--- src/assert_macros.svh ---
// assertion macros for the top-level rtl file
`ifndef ASSERT_MACROS_SVH
`define ASSERT_MACROS_SVH

// clocked check, held off while reset is asserted
`define DSBE_ASSERT(label, prop, msg) \
  label: assert property (@(posedge clk) disable iff (!rst_n) prop) else $error(msg);

// clocked check that also runs during reset
`define DSBE_ASSERT_ALWAYS(label, prop, msg) \
  label: assert property (@(posedge clk) prop) else $error(msg);

`endif

--- src/dsbe_pkg.sv ---
// types, constants and decay table for the debounced switch bell envelope unit
`default_nettype none
package dsbe_pkg;

  // event codes
  typedef enum logic [1:0] {
    OP_SCAN      = 2'd0,
    OP_BELL      = 2'd1,
    OP_CLR_PRESS = 2'd2,
    OP_CLR_BELL  = 2'd3
  } dsbe_op_t;

  // configuration register indexes
  localparam int CFG_IDX_W = 3;
  typedef enum logic [CFG_IDX_W-1:0] {
    CFG_BELL_DURATION  = 3'd0,
    CFG_BELL_START_LVL = 3'd1,
    CFG_PRESS_LVL      = 3'd2,
    CFG_RELEASE_DEPTH  = 3'd3,
    CFG_DEBOUNCE_START = 3'd4
  } dsbe_cfg_idx_t;

  localparam int CFG_DATA_W = 16;

  // register reset values
  localparam logic [15:0] BELL_DURATION_RST  = 16'd20000;
  localparam logic [7:0]  BELL_START_LVL_RST = 8'd10;
  localparam logic [7:0]  PRESS_LVL_RST      = 8'd40;
  localparam logic [7:0]  RELEASE_DEPTH_RST  = 8'd20;
  localparam logic [7:0]  DEBOUNCE_START_RST = 8'd29;

  // debounce and bell constants
  localparam logic [7:0]  CNT_MAX      = 8'd255;
  localparam logic [4:0]  PWM_LAST     = 5'd18;
  localparam logic [3:0]  START_DUTY   = 4'd15;
  localparam logic [16:0] ENV_OFFSET   = 17'd10000;
  localparam int          ENV_SHIFT    = 9;
  localparam int          ENVELOPE_ENTRIES = 98;
  localparam int          ROM_SPACE    = 128;
  localparam int          ROM_IDX_W    = $clog2(ROM_SPACE);
  localparam logic [7:0]  ENV_LAST     = 8'(ENVELOPE_ENTRIES - 1);

  // decay envelope, indexed by remaining ring count
  localparam logic [3:0] DECAY_ROM [ROM_SPACE] = '{
    4'd1, 4'd1, 4'd1, 4'd1, 4'd1, 4'd1, 4'd1, 4'd1, 4'd1, 4'd1,
    4'd1, 4'd1, 4'd1, 4'd1, 4'd2, 4'd2, 4'd2, 4'd2, 4'd2, 4'd2,
    4'd2, 4'd2, 4'd2, 4'd2, 4'd2, 4'd2, 4'd2, 4'd2, 4'd2, 4'd2,
    4'd2, 4'd2, 4'd2, 4'd3, 4'd3, 4'd3, 4'd3, 4'd3, 4'd3, 4'd3,
    4'd3, 4'd3, 4'd3, 4'd3, 4'd3, 4'd4, 4'd4, 4'd4, 4'd4, 4'd4,
    4'd4, 4'd4, 4'd4, 4'd4, 4'd5, 4'd5, 4'd5, 4'd5, 4'd5, 4'd5,
    4'd5, 4'd6, 4'd6, 4'd6, 4'd6, 4'd6, 4'd6, 4'd7, 4'd7, 4'd7,
    4'd7, 4'd7, 4'd7, 4'd8, 4'd8, 4'd8, 4'd8, 4'd9, 4'd9, 4'd9,
    4'd9, 4'd10, 4'd10, 4'd10, 4'd10, 4'd11, 4'd11, 4'd11, 4'd12, 4'd12,
    4'd12, 4'd13, 4'd13, 4'd13, 4'd1, 4'd1, 4'd1, 4'd1, 4'd1, 4'd1,
    4'd1, 4'd1, 4'd1, 4'd1, 4'd1, 4'd1, 4'd1, 4'd1, 4'd1, 4'd1,
    4'd1, 4'd1, 4'd1, 4'd1, 4'd1, 4'd1, 4'd1, 4'd1, 4'd1, 4'd1,
    4'd1, 4'd1, 4'd1, 4'd1, 4'd1, 4'd1, 4'd1, 4'd1
  };

  // input item
  typedef struct packed {
    dsbe_op_t operation;
    logic     switch_low;
  } dsbe_in_t;

  // result item
  typedef struct packed {
    logic pressed_flag;
    logic bell_active;
    logic speaker_on;
    logic green_lamp;
  } dsbe_out_t;

  // live configuration seen by the core
  typedef struct packed {
    logic [15:0] bell_duration;
    logic [7:0]  bell_start_level;
    logic [7:0]  press_level;
    logic [7:0]  release_depth;
  } dsbe_cfg_t;

endpackage
`default_nettype wire

--- src/debounced_switch_bell_envelope_unit.sv ---
// top level: input register, state update core, result register and config port
// One event enters per cycle unless the input stalls; after its transfer the
// event sits in the input register while the state update writes its status
// result into the result register. Throughput is one event per clock, limited
// only by the output stall; the input stalls only when both registers hold
// undelivered items. Scan ticks run the debounce counter, bell ticks step the
// pwm phase and the decay envelope, and the two clear events drop the press or
// bell flag. Configuration writes are always ready and should be issued while
// no event is in flight; writes to the debounce start index have no effect.
`default_nettype none
module debounced_switch_bell_envelope_unit
  import dsbe_pkg::*;
(
  input  wire logic                  clk,
  input  wire logic                  rst_n,
  input  wire logic                  in_valid,
  output logic                       in_stall,
  input  wire dsbe_in_t              in_data,
  output logic                       out_valid,
  input  wire logic                  out_stall,
  output dsbe_out_t                  out_data,
  input  wire logic                  cfg_valid,
  output logic                       cfg_ready,
  input  wire logic [CFG_IDX_W-1:0]  cfg_index,
  input  wire logic [CFG_DATA_W-1:0] cfg_data
);

`include "assert_macros.svh"

  logic      s1_valid_r, s1_valid_nxt;
  dsbe_in_t  s1_item_r;
  logic      out_valid_r, out_valid_nxt;
  dsbe_out_t out_data_r;
  dsbe_out_t result;
  dsbe_cfg_t cfg;
  logic      advance;
  logic      in_xfer;

  // handshake control
  assign advance       = s1_valid_r & (~out_valid_r | ~out_stall);
  assign in_stall      = s1_valid_r & ~advance;
  assign in_xfer       = in_valid & ~in_stall;
  assign s1_valid_nxt  = in_xfer | (s1_valid_r & ~advance);
  assign out_valid_nxt = advance | (out_valid_r & out_stall);
  assign cfg_ready     = 1'b1;

  dsbe_cfg_regs u_cfg (
    .clk      (clk),
    .rst_n    (rst_n),
    .wr_en    (cfg_valid & cfg_ready),
    .wr_index (cfg_index),
    .wr_data  (cfg_data),
    .cfg      (cfg)
  );

  dsbe_core u_core (
    .clk    (clk),
    .rst_n  (rst_n),
    .step   (advance),
    .item   (s1_item_r),
    .cfg    (cfg),
    .result (result)
  );

  // valid flags
  always_ff @(posedge clk) begin
    if (!rst_n) begin
      s1_valid_r  <= 1'b0;
      out_valid_r <= 1'b0;
    end else begin
      s1_valid_r  <= s1_valid_nxt;
      out_valid_r <= out_valid_nxt;
    end
  end

  // payload registers
  always_ff @(posedge clk) begin
    if (in_xfer) begin
      s1_item_r <= in_data;
    end
    if (advance) begin
      out_data_r <= result;
    end
  end

  assign out_valid = out_valid_r;
  assign out_data  = out_data_r;

  // checks
  `DSBE_ASSERT_ALWAYS(a_stall_needs_item, !s1_valid_r |-> !in_stall,
    "stall with empty input register")
  `DSBE_ASSERT(a_advance_fills_out, advance |=> out_valid_r,
    "advanced item missing at output")
  `DSBE_ASSERT(a_drain_empties,
    (out_valid_r && !out_stall && !s1_valid_r) |=> !out_valid_r,
    "result repeated after transfer")
  `DSBE_ASSERT(a_ring_has_lamp,
    out_valid_r |-> (!out_data_r.bell_active || out_data_r.green_lamp),
    "bell ringing with lamp off")

endmodule
`default_nettype wire

--- src/dsbe_cfg_regs.sv ---
// configuration register file
`default_nettype none
module dsbe_cfg_regs
  import dsbe_pkg::*;
(
  input  wire logic                  clk,
  input  wire logic                  rst_n,
  input  wire logic                  wr_en,
  input  wire logic [CFG_IDX_W-1:0]  wr_index,
  input  wire logic [CFG_DATA_W-1:0] wr_data,
  output dsbe_cfg_t                  cfg
);

  dsbe_cfg_t cfg_r;
  dsbe_cfg_t cfg_nxt;

  // index decode
  always_comb begin
    cfg_nxt = cfg_r;
    if (wr_en) begin
      unique case (wr_index)
        CFG_BELL_DURATION:  cfg_nxt.bell_duration    = wr_data;
        CFG_BELL_START_LVL: cfg_nxt.bell_start_level = wr_data[7:0];
        CFG_PRESS_LVL:      cfg_nxt.press_level      = wr_data[7:0];
        CFG_RELEASE_DEPTH:  cfg_nxt.release_depth    = wr_data[7:0];
        // counter start writes are ignored; the counter resets to a fixed package value
        CFG_DEBOUNCE_START: cfg_nxt = cfg_r;
        default:            cfg_nxt = cfg_r;
      endcase
    end
  end

  always_ff @(posedge clk) begin
    if (!rst_n) begin
      cfg_r.bell_duration    <= BELL_DURATION_RST;
      cfg_r.bell_start_level <= BELL_START_LVL_RST;
      cfg_r.press_level      <= PRESS_LVL_RST;
      cfg_r.release_depth    <= RELEASE_DEPTH_RST;
    end else begin
      cfg_r <= cfg_nxt;
    end
  end

  assign cfg = cfg_r;

endmodule
`default_nettype wire

--- src/dsbe_core.sv ---
// debounce counter, bell envelope and pwm state update
`default_nettype none
module dsbe_core
  import dsbe_pkg::*;
(
  input  wire logic      clk,
  input  wire logic      rst_n,
  input  wire logic      step,
  input  wire dsbe_in_t  item,
  input  wire dsbe_cfg_t cfg,
  output dsbe_out_t      result
);

  logic [7:0]  cnt_r, cnt_nxt;
  logic        latched_r, latched_nxt;
  logic        ringing_r, ringing_nxt;
  logic        drive_r, drive_nxt;
  logic [15:0] rem_r, rem_nxt;
  logic [4:0]  phase_r, phase_nxt;
  logic [3:0]  duty_r, duty_nxt;
  logic        lamp_r, lamp_nxt;

  logic [7:0]           cnt_up;
  logic [7:0]           cnt_dn;
  logic [7:0]           rel_level;
  logic [4:0]           phase_inc;
  logic [16:0]          env_sum;
  logic [7:0]           env_raw;
  logic [7:0]           env_sat;
  logic [ROM_IDX_W-1:0] env_idx;
  logic [3:0]           env_duty;

  // saturating counter steps and envelope lookup
  always_comb begin
    cnt_up    = (cnt_r != CNT_MAX) ? cnt_r + 8'd1 : cnt_r;
    cnt_dn    = (cnt_r != 8'd0) ? cnt_r - 8'd1 : cnt_r;
    rel_level = CNT_MAX - cfg.release_depth;
    phase_inc = (phase_r >= PWM_LAST) ? 5'd0 : phase_r + 5'd1;
    env_sum   = {1'b0, rem_r} + ENV_OFFSET;
    env_raw   = 8'(env_sum >> ENV_SHIFT);
    env_sat   = (env_raw > ENV_LAST) ? ENV_LAST : env_raw;
    env_idx   = env_sat[ROM_IDX_W-1:0];
    env_duty  = DECAY_ROM[env_idx];
  end

  // next state per event
  always_comb begin
    cnt_nxt     = cnt_r;
    latched_nxt = latched_r;
    ringing_nxt = ringing_r;
    drive_nxt   = drive_r;
    rem_nxt     = rem_r;
    phase_nxt   = phase_r;
    duty_nxt    = duty_r;
    lamp_nxt    = lamp_r;
    unique case (item.operation)
      OP_SCAN: begin
        if (item.switch_low) begin
          cnt_nxt = cnt_up;
          // bell start check runs before the press check
          if (cnt_up == cfg.bell_start_level) begin
            ringing_nxt = 1'b1;
            drive_nxt   = 1'b1;
            rem_nxt     = cfg.bell_duration;
            phase_nxt   = 5'd0;
            duty_nxt    = START_DUTY;
            lamp_nxt    = 1'b1;
          end
          if (cnt_up == cfg.press_level) begin
            cnt_nxt     = CNT_MAX;
            latched_nxt = 1'b1;
            ringing_nxt = 1'b0;
            drive_nxt   = 1'b0;
            rem_nxt     = 16'd0;
            phase_nxt   = 5'd0;
            lamp_nxt    = 1'b0;
          end
        end else begin
          cnt_nxt = cnt_dn;
          // release restarts the bell
          if (cnt_dn == rel_level) begin
            cnt_nxt     = 8'd0;
            latched_nxt = 1'b0;
            ringing_nxt = 1'b1;
            drive_nxt   = 1'b1;
            rem_nxt     = cfg.bell_duration;
            phase_nxt   = 5'd0;
            duty_nxt    = START_DUTY;
            lamp_nxt    = 1'b1;
          end
        end
      end
      OP_BELL: begin
        if (!latched_r && ringing_r) begin
          phase_nxt = phase_inc;
          drive_nxt = (phase_inc < {1'b0, duty_r});
          duty_nxt  = env_duty;
          if (rem_r != 16'd0) begin
            rem_nxt = rem_r - 16'd1;
          end else begin
            // ring period over
            ringing_nxt = 1'b0;
            drive_nxt   = 1'b0;
            phase_nxt   = 5'd0;
            lamp_nxt    = 1'b0;
          end
        end
      end
      OP_CLR_PRESS: latched_nxt = 1'b0;
      OP_CLR_BELL:  ringing_nxt = 1'b0;
      default: ;
    endcase
  end

  // state registers, updated once per transfer
  always_ff @(posedge clk) begin
    if (!rst_n) begin
      cnt_r     <= DEBOUNCE_START_RST;
      latched_r <= 1'b0;
      ringing_r <= 1'b0;
      drive_r   <= 1'b0;
      rem_r     <= 16'd0;
      phase_r   <= 5'd0;
      duty_r    <= 4'd0;
      lamp_r    <= 1'b0;
    end else if (step) begin
      cnt_r     <= cnt_nxt;
      latched_r <= latched_nxt;
      ringing_r <= ringing_nxt;
      drive_r   <= drive_nxt;
      rem_r     <= rem_nxt;
      phase_r   <= phase_nxt;
      duty_r    <= duty_nxt;
      lamp_r    <= lamp_nxt;
    end
  end

  // status after the update
  always_comb begin
    result.pressed_flag = latched_nxt;
    result.bell_active  = ringing_nxt;
    result.speaker_on   = drive_nxt;
    result.green_lamp   = lamp_nxt;
  end

endmodule
`default_nettype wire
--- config.mk ---
export PLATFORM = sky130hd
export DESIGN_NAME = debounced_switch_bell_envelope_unit
export DESIGN_NICKNAME = d
export VERILOG_FILES = /design/src/dsbe_pkg.sv /design/src/debounced_switch_bell_envelope_unit.sv /design/src/dsbe_cfg_regs.sv /design/src/dsbe_core.sv
export VERILOG_INCLUDE_DIRS = /design/src /design/src/src
export SDC_FILE = /design/constraint.sdc
export NUM_CORES = 1
export LEC_CHECK = 0
export BUFFER_PORTS_ARGS = -buffer_cell sky130_fd_sc_hd__buf_2
export CAP_MARGIN = 20
export CORE_MARGIN = 4
export CORE_UTILIZATION = 56
export CTS_CLUSTER_DIAMETER = 60
export DETAILED_ROUTE_END_ITERATION = 12
export GPL_ROUTABILITY_DRIVEN = 0
export GPL_TIMING_DRIVEN = 0
export PLACE_DENSITY = 0.77
export SYNTH_ARGS = -nofsm -noshare
export SYNTH_HDL_FRONTEND = slang
export SYNTH_HIERARCHICAL = 1
export SYNTH_SLANG_ARGS = --single-unit
export TNS_END_PERCENT = 1
--- constraint.sdc ---
create_clock -name clk -period 3 [get_ports clk]
set_clock_uncertainty 0.15 [all_clocks]
set_input_delay 0.3 -clock clk [delete_from_list [all_inputs] [get_ports clk]]
set_output_delay 0.3 -clock clk [all_outputs]
set_load 0.005 [all_outputs]
### Word level (Yosys, flattened, before mapping)

Memories as Yosys holds them, arrays and structs flattened.
Index checks and enable logic that the tools add are counted.

| operators by class | value |
|---|---|
| eq/ne operators | 15 |
| bitwise gates (word level) | 12 |
| $add $sub $neg | 6 |
| muxes and demuxes | 53 |
| reductions and logical operators | 15 |
| $lt $le $gt $ge | 4 |

Operators by type and width:

| operator | number |
|---|---|
| $mux W16 | 6 |
| $mux W8 | 5 |
| $mux W5 | 7 |
| $pmux W16 S2 | 1 |
| $eq A8 B8 Y1 | 3 |
| $mux W4 | 6 |
| $mux W1 | 21 |
| $add A16 B14 Y17 const B | 1 |
| $reduce_bool A16 Y1 | 1 |
| $sub A16 B1 Y16 const B | 1 |
| $pmux W5 S2 | 1 |
| $reduce_and A2 Y1 | 5 |
| $reduce_and A5 Y1 | 2 |
| $add A8 B1 Y8 const B | 1 |
| $ge A8 B8 Y1 const B | 1 |
| $gt A8 B7 Y1 const B | 1 |
| $ne A8 B8 Y1 const B | 1 |
| $not A7 Y8 | 1 |
| $pmux W4 S2 | 1 |
| $reduce_bool A8 Y1 | 1 |
| $sub A8 B1 Y8 const B | 1 |
| $sub A8 B8 Y8 const A | 1 |
| $mux W7 | 1 |
| $eq A3 B2 Y1 const B | 2 |
| other kinds (20) | 33 |

| storage, ports and cells | value |
|---|---|
| register bits | 86 |
| input port bits | 27 |
| bits in read-only memories | 512 |
| memories | 1 |
| output and inout bits | 7 |

Memory list:

| name | words | bits a word | rd ports | clocked after Yosys merged registers in | write ports | line | source |
|---|---|---|---|---|---|---|---|
| (no name shown) | 128 | 4 | 1 | 0 | 0 | dsbe_core.sv:43 | `env_duty = DECAY_ROM[env_idx];` |

### Logic depth before layout (Yosys ltp)

Gate-level depths: netlist of the first run.

| depth | value |
|---|---|
| word-level depth | 9 |
| depth in mapped cells | 13 |
| gate-level depth less buffers | 11 |

### Modules after synthesis

The synthesis of the first run kept the hierarchy.

Modules (own cells, without submodules):

| module | instances | cells an instance | sequential area each (um^2) | area each (um^2) |
|---|---|---|---|---|
| dsbe_core | 1 | 532 | 740.7 | 3802.4 |
| dsbe_cfg_regs | 1 | 157 | 800.8 | 1602.8 |
| debounced_switch_bell_envelope_unit | 1 | 17 | 250.2 | 305.3 |

### Least setup slack after synthesis of the first run

Ideal clock, no wire load.

| path | value |
|---|---|
| path type | register -> register |
| start | register u_core.cnt_r[0] |
| end | register u_core.rem_r[6] |
| buffers on the path | 2 |
| arrival time | 2.896 ns |
| library setup time | 0.122 ns |
| slack | -0.168 ns |
| cell stages (with the launch flop) | 13 |
| cells stage by stage | dfxtp_1 > buf_2 > inv_1 > ha_1 > nor4b_1 > or4_1 > nand2_1 > xnor2_1 > nor4b_4 > o32a_1 > buf_6 > nand2_4 > o311a_1 |

| between the ends | value |
|---|---|
| longest elaborated chain between the ends | 6 |

RTL lines:

| item | line | source |
|---|---|---|
| start, declared | dsbe_core.sv:14 | `logic [7:0] cnt_r, cnt_nxt;` |
| start signal, assigned | dsbe_core.sv:127 | `cnt_r <= cnt_nxt;` |
| $add A8 B1 Y8 / $ne A8 B8 Y1 (equally long branches) | dsbe_core.sv:35 | `cnt_up = (cnt_r != CNT_MAX) ? cnt_r + 8'd1 : cnt_r;` |
| $mux W8 | dsbe_core.sv:35 |  |
| $eq A8 B8 Y1 | dsbe_core.sv:69 | `if (cnt_up == cfg.press_level) begin` |
| $mux W16 | dsbe_core.sv:69 |  |
| $mux W16 | dsbe_core.sv:58 | `if (item.switch_low) begin` |
| $pmux W16 S2 | dsbe_core.sv:56 | `unique case (item.operation)` |
| end signal, assigned | dsbe_core.sv:131 | `rem_r <= rem_nxt;` |
| end, declared | dsbe_core.sv:18 | `logic [15:0] rem_r, rem_nxt;` |

Parallel ways exist; a longest one is shown, timed or not.
A chain may end at the register's enable or synchronous reset.

### Final worst setup path of the first run

| path | value |
|---|---|
| start | register u_core.cnt_r[7] |
| end | register u_core.rem_r[15] |

Same word-level chain as after synthesis.

==> results.cfg, run 1 <==
[floorplanning]
die_y_um = 109
dieWidth_um = 109
start_util = 0.579
num_io_pins = 34
row_count = 36
dieArea_mm2 = 0.0119
core-area_mm2 = 0.00986

[finish]
fin_area_mm2 = 0.00707
fin_cells = 926
fillers = 716
antenna_cells = 0
drive_above_1_share = 0.227
final_common_cell = nand2_1
post-route-util = 0.717
nets = 824
most-common-layout-cells = 94 x nand2_1, 74 x dfxtp_1, 53 x mux2i_1
syn2layout_area_growth_pct = 23.8

[synthesis]
syn_inst = 706
syn-cell-area_mm2 = 0.00571
ys_seq_area_frac = 0.314
synth.yosys.warnings = 6
synthDistinctLibCells = 76
synth_fp_nets = 742
synth.top_cells.by_area = dfxtp_1 28%, mux2i_1 9.5%, nand2_1 6.4%
synthDominantAreaCellType = dfxtp_1
ys_ff_latch = 86
ys.flop_type = dfxtp_1
avgSynthCellArea_um2 = 8.09
synth-edff-count = 7
yosys.area.top_type_share = 0.277
ys_async_sr_fraction = 0

[flow_run]
max-cap-violations = 0

[hold_path]
hold_path.class = in2reg
hold_path_depth = 3
whs_endpoint = u_cfg/cfg[39]$_SDFFE_PN0P_
hold_start = cfg_data[15]

[setup_path]
critPathMaxFanout = 10
slowest_stage = dfxtp_1
r2r_cells = 9
max_stage_delay_ps = 610
cpLargestDelayFamily = compound AO/OA/AOI/OAI gates
worstReg2RegEnd = u_core/rem_r[15]$_SDFFE_PN0P_
r2r_slack_ps = -300
critPathLaunchType = flop
reg2reg_from = u_core/cnt_r[7]$_SDFFE_PN0P_
crit_buf_inv = 1
arrival_ps = 3420
path_class = reg2reg
endpoint_kind = flop
cp_cell_sequence = and4_1 -> nand2_1 -> a32oi_1 -> o211ai_1 -> nor4b_4 -> o32a_1 -> buf_6 -> nand2_4 -> o221a_2
critPathRequiredTime_ps = 3120

[drt]
avgViaCountPerCell = 6.48
wl_per_cell_um = 19.5
drtIter0Drc = 750
drc = 0
routed_wirelength_mm = 18.0
dr.pass1.iters = 6
postRouteAntennaNets = 0
vias = 6005

[global_route]
grt_pass1_vias = 5447
grt_pass1_wl_mm = 27.1
grt.total_usage = 0.291
grt_max_degree = 16
grt-ovfl-total = 0
antenna_found_initial = 0

[placement]
placed_area_mm2 = 0.00612
portBuffers = 32
dp_hpwl_mm = 11.5
place_ws_ps = -547
dp.cells = 871

[pwr]
power_switching_uw = 758
p_leak_nw = 2.84
p_seq_frac = 0.466
combinationalPowerShare = 0.182
total_power_mw = 2.62
intPower_mw = 1.86
swShare = 0.290
power_density_mw_per_mm2 = 370
vdd_drop_max_mv = 0.511
clockPowerShare = 0.352

[clocking]
cts_tree = yes
numCtsBuffers = 9
path_clk_slew_ps = 90
cts-htree-levels = 3
clock-sinks = 86
clk_latency_ps = 380
cts-root-buf = clkbuf_8
cts.path.max_buffers = 2

[sta]
setup_violations = 36
min_period_over_period = 1.10
fmax_mhz = 303
setup_tns_ps = -6530
hold_viol_final = 0
rsz0062_at_grt = yes
worst_pin_slew_ps = 662
whs_ps = 26.7
relSlewSlack = 0.559
setup_slack_ps = -299
slew_violations = 0
fin_crit_ps = 3300

[status]
violations = negative setup slack
outcome = finished, violations left
kinds of logic (layout without fill, tap and decap cells):
group | after synthesis | after routing | synth area share
AOI/OAI and AO/OA | 172 | 172 | 0.197
buffers and inverters | 71 | 158 | 0.0583
muxes | 55 | 55 | 0.0966
adders and majority gates | 10 | 10 | 0.0215
xor gates and xnor gates | 33 | 33 | 0.0554
other | 1 | 1 | 0.000657
and+or+nand+nor | 278 | 278 | 0.257
DFF | 86 | 86 | 0.314
state kept, by name (all words and copies together) (netlist names), 3 cells and up:
signal and cells:
out_data 4, s1_item_r 3, u_cfg/cfg 40, u_core/cnt_r 8
u_core/duty_r 4, u_core/phase_r 5, u_core/rem_r 16
layer usage:
metal,vias up,GRT usage,part of all wire
met5,-,0,0
met4,0,0.107,0.042
met3,84,0.0716,0.11
met2,429,0.466,0.45
met1,2771,0.380,0.39
li1,2721,-,-
how the worst max path moves through the flow:
stage,start,to,cells after the start
2_1_floorplan,u_core/cnt_r[0]$_SDFFE_PN1P_,u_core/rem_r[15]$_SDFFE_PN0P_,10
3_3_place_gp,out_stall,u_core/rem_r[6]$_SDFFE_PN0P_,7
3_5_place_dp,out_stall,u_core/rem_r[6]$_SDFFE_PN0P_,7
4_1_cts,u_core/cnt_r[1]$_SDFFE_PN0P_,u_core/rem_r[0]$_SDFFE_PN0P_,12
5_1_grt,u_core/cnt_r[7]$_SDFFE_PN0P_,u_core/rem_r[12]$_SDFFE_PN0P_,10
6_report,u_core/cnt_r[7]$_SDFFE_PN0P_,u_core/rem_r[15]$_SDFFE_PN0P_,9
what timing repair did:
item,in CTS,in global routing
resized for setup,61,44
setup endpoints to repair,39,39
endpoints found under the hold margin,6,0
hold buffers,6,0
gates cloned,1,0
setup buffers,19,16
pin swaps,30,23
synthesized netlist by cell type, drive strengths merged, types with 5 or more instances:
cell type,number
a211oi,11
a21oi,34
a31oi,18
and3,13
and4b,5
buf,18
clkbuf,32
dfxtp,79
edfxtp,7
ha,9
inv,21
mux2i,54
nand2,100
nand2b,7
nand3,21
nand4,6
nor2,36
nor2b,28
nor3,25
nor4,6
nor4b,5
o21a,5
o21ai,49
o221a,6
o31ai,8
or3,7
xnor2,22
xor2,9
tightest hold or removal path: stages:
cell and delay, ps:
buf_2 100, nand2_1 50, mux2i_1 60
layout make-up:
class                      count  area [um2]  share of cell area
timing repair buffer          74         517              0.0731
clock buffer                  10         128              0.0181
sequential                    86        1810               0.255
multi-input combinational    549        3950               0.559
inverter                      21        91.3              0.0129
tap                          133         166              0.0235
buffer                        47         314              0.0444
clock inverter                 6        95.1              0.0135
power groups by stage:
stage               sequential (mW)  combinational (mW)  clock (mW)
floorplan                      1.23               0.302           0
global placement               1.24               0.392           0
detailed placement             1.24               0.403           0
CTS                            1.21               0.435       0.938
global route                   1.22               0.512       0.986
finish                         1.22               0.476       0.922
No activity file was read; power rests on OpenSTA's default activity.
==> run 2: changes to the inputs <==
BUFFER_PORTS_ARGS = -buffer_cell sky130_fd_sc_hd__buf_4   (was -buffer_cell sky130_fd_sc_hd__buf_2)
CTS_CLUSTER_DIAMETER = 200   (was 60)
==> run 2 against run 1 <==
The run still ends with negative setup slack left. Hold slack lost 12 ps. Core utilization up 1.4 points. Global-route usage fell by 0.85 points. Power down 2.9%. Fmax rose by 2.8%. Critical path depth up 4. Cell count is 0.32% higher. First-iteration DRC count is 3.9% lower. Via count increased by 0.30%. Clock power decreased by 11%. Register-to-register slack improved by 90 ps. Largest cell class unchanged.
==> results.cfg, run 2 (synthesis results as in run 1) <==
[drt]
avgViaCountPerCell = 6.48
drtIter0Drc = 721
vias = 6023
postRouteAntennaNets = 0
routed_wirelength_mm = 17.7
dr.pass1.iters = 5
drc = 0
wl_per_cell_um = 19.0

[setup_path]
slowest_stage = or4_4
critPathRequiredTime_ps = 3100
path_class = reg2reg
arrival_ps = 3310
worstReg2RegEnd = u_core/rem_r[8]$_SDFFE_PN0P_
startpoint = u_core/cnt_r[1]$_SDFFE_PN0P_
r2r_cells = 13
max_stage_delay_ps = 600
cpLargestDelayFamily = compound AO/OA/AOI/OAI gates
cp_cell_sequence = ha_4 -> buf_8 -> buf_6 -> buf_6 -> and4b_1 -> a21oi_1 -> mux2i_1 -> a2111o_1 -> or4_4 -> clkbuf_16 -> buf_6 -> a31oi_4 -> a211oi_1
r2r_slack_ps = -210
critPathLaunchType = flop
critPathMaxFanout = 6
endpoint = u_core/rem_r[8]$_SDFFE_PN0P_
timing.critical_path.mode_cell = buf_6
endpoint_kind = flop
reg2reg_from = u_core/cnt_r[1]$_SDFFE_PN0P_
crit_buf_inv = 5
cp_num_cells = 13

[floorplanning]
num_io_pins = 34
die_y_um = 109
start_util = 0.579
dieWidth_um = 109
row_count = 36
core-area_mm2 = 0.00986
dieArea_mm2 = 0.0119

[clocking]
cts.path.max_buffers = 2
cts-htree-levels = 3
clk_latency_ps = 390
cts-root-buf = clkbuf_8
cts_tree = yes
clock-sinks = 86
numCtsBuffers = 9
path_clk_slew_ps = 80

[placement]
dp.cells = 871
dp_hpwl_mm = 11.5
place_ws_ps = -611
portBuffers = 32

[pwr]
power_density_mw_per_mm2 = 353
total_power_mw = 2.54
vdd_drop_max_mv = 0.419
p_leak_nw = 2.88

[sta]
fmax_mhz = 312
relSlewSlack = 0.579
rsz0062_at_grt = yes
slew_violations = 0
setup_violations = 36
setup_slack_ps = -210
hold_viol_final = 0
fin_crit_ps = 3210
worst_pin_slew_ps = 632
min_period_over_period = 1.07

[global_route]
antenna_found_initial = 0
grt.total_usage = 0.283
grt_max_degree = 15
grt-ovfl-total = 0
grt_pass1_vias = 5453
grt_pass1_wl_mm = 26.6

[status]
outcome = finished, violations left
violations = negative setup slack

[flow_run]
max-cap-violations = 0

[finish]
syn2layout_area_growth_pct = 26.1
final_common_cell = nand2_1
most-common-layout-cells = 96 x nand2_1, 74 x dfxtp_1, 69 x buf_4
fin_cells = 929
drive_above_1_share = 0.235
largest_register_ffs = 40
fillers = 704
nets = 827
antenna_cells = 0

[hold_path]
hold_path.class = in2reg
-- run 2: changes by cell type in the layout (fill, tap and decap cells not counted), moves of 3 or more --
cell / delta
buf_4: +34
buf_2: -33
a21oi_1: -3
buf_6: +3
o31ai_1: -3
-- run 2: repair_timing --
action | in CTS | in global routing
setup endpoints to repair | 39 | 41
pin swaps | 34 | 30
gates cloned | 1 | 0
endpoints found under the hold margin | 4 | 0
buffers inserted | 19 | 20
hold buffers | 4 | 0
resized for setup | 64 | 52
-- run 2: per-layer routing --
layer  part of all wire  track usage
met1               0.41        0.380
met4              0.034       0.0983
met3              0.095       0.0634
met2               0.46        0.447
met5                  0            0
-- run 2: power breakdown --
part / switching, mW / internal [mW]
clock: 0.439 / 0.387
combinational: 0.284 / 0.214
sequential: 0.0325 / 1.19
total: 0.756 / 1.79
-- run 2: final cells by class --
type                    instances  area [um2]  share of cell area
clock inverters                 5        60.1             0.00834
plain buffers                  48         314              0.0436
well taps                     133         166              0.0231
inverters                      21        91.3              0.0127
clock buffers                  11         131              0.0182
multi-input cells             549        4020               0.558
repair buffers                 76         618              0.0858
flip-flops and latches         86        1810               0.251
-- run 2: worst register-to-register path, stage by stage, from the launching register on --
cell	delay (ps)
dfxtp_4	380
ha_4	180
buf_8	120
buf_6	110
buf_6	120
and4b_1	180
a21oi_1	160
mux2i_1	100
a2111o_1	400
or4_4	600
clkbuf_16	200
buf_6	130
a31oi_4	170
a211oi_1	90
-- run 2: metrics by stage --
step,utilization,setup TNS [ps],hold slack (ps),area [um2]
floorplan,-,-19.2,249,5800
global placement,0.629,-11510,294,6200
detailed placement,0.629,-14920,310,6200
CTS,0.689,-3150,17.4,6800
global route,0.730,-7360,23.1,7200
finish,0.730,-4190,15.1,7200
-- run 2: worst min path at each step --
stage,start,end,cells after the start
final,cfg_data[10],u_cfg/cfg[34]$_SDFFE_PN1P_,3
after global routing,cfg_data[1],u_cfg/cfg[17]$_SDFFE_PN1P_,3
after CTS,cfg_data[10],u_cfg/cfg[34]$_SDFFE_PN1P_,3
after detailed placement,u_core/duty_r[1]$_SDFFE_PN0P_,u_core/duty_r[1]$_SDFFE_PN0P_,2
after global placement,u_cfg/cfg[27]$_SDFFE_PN0P_,u_cfg/cfg[27]$_SDFFE_PN0P_,2
after floorplan,in_data[0],s1_item_r[0]$_DFFE_PP_,0
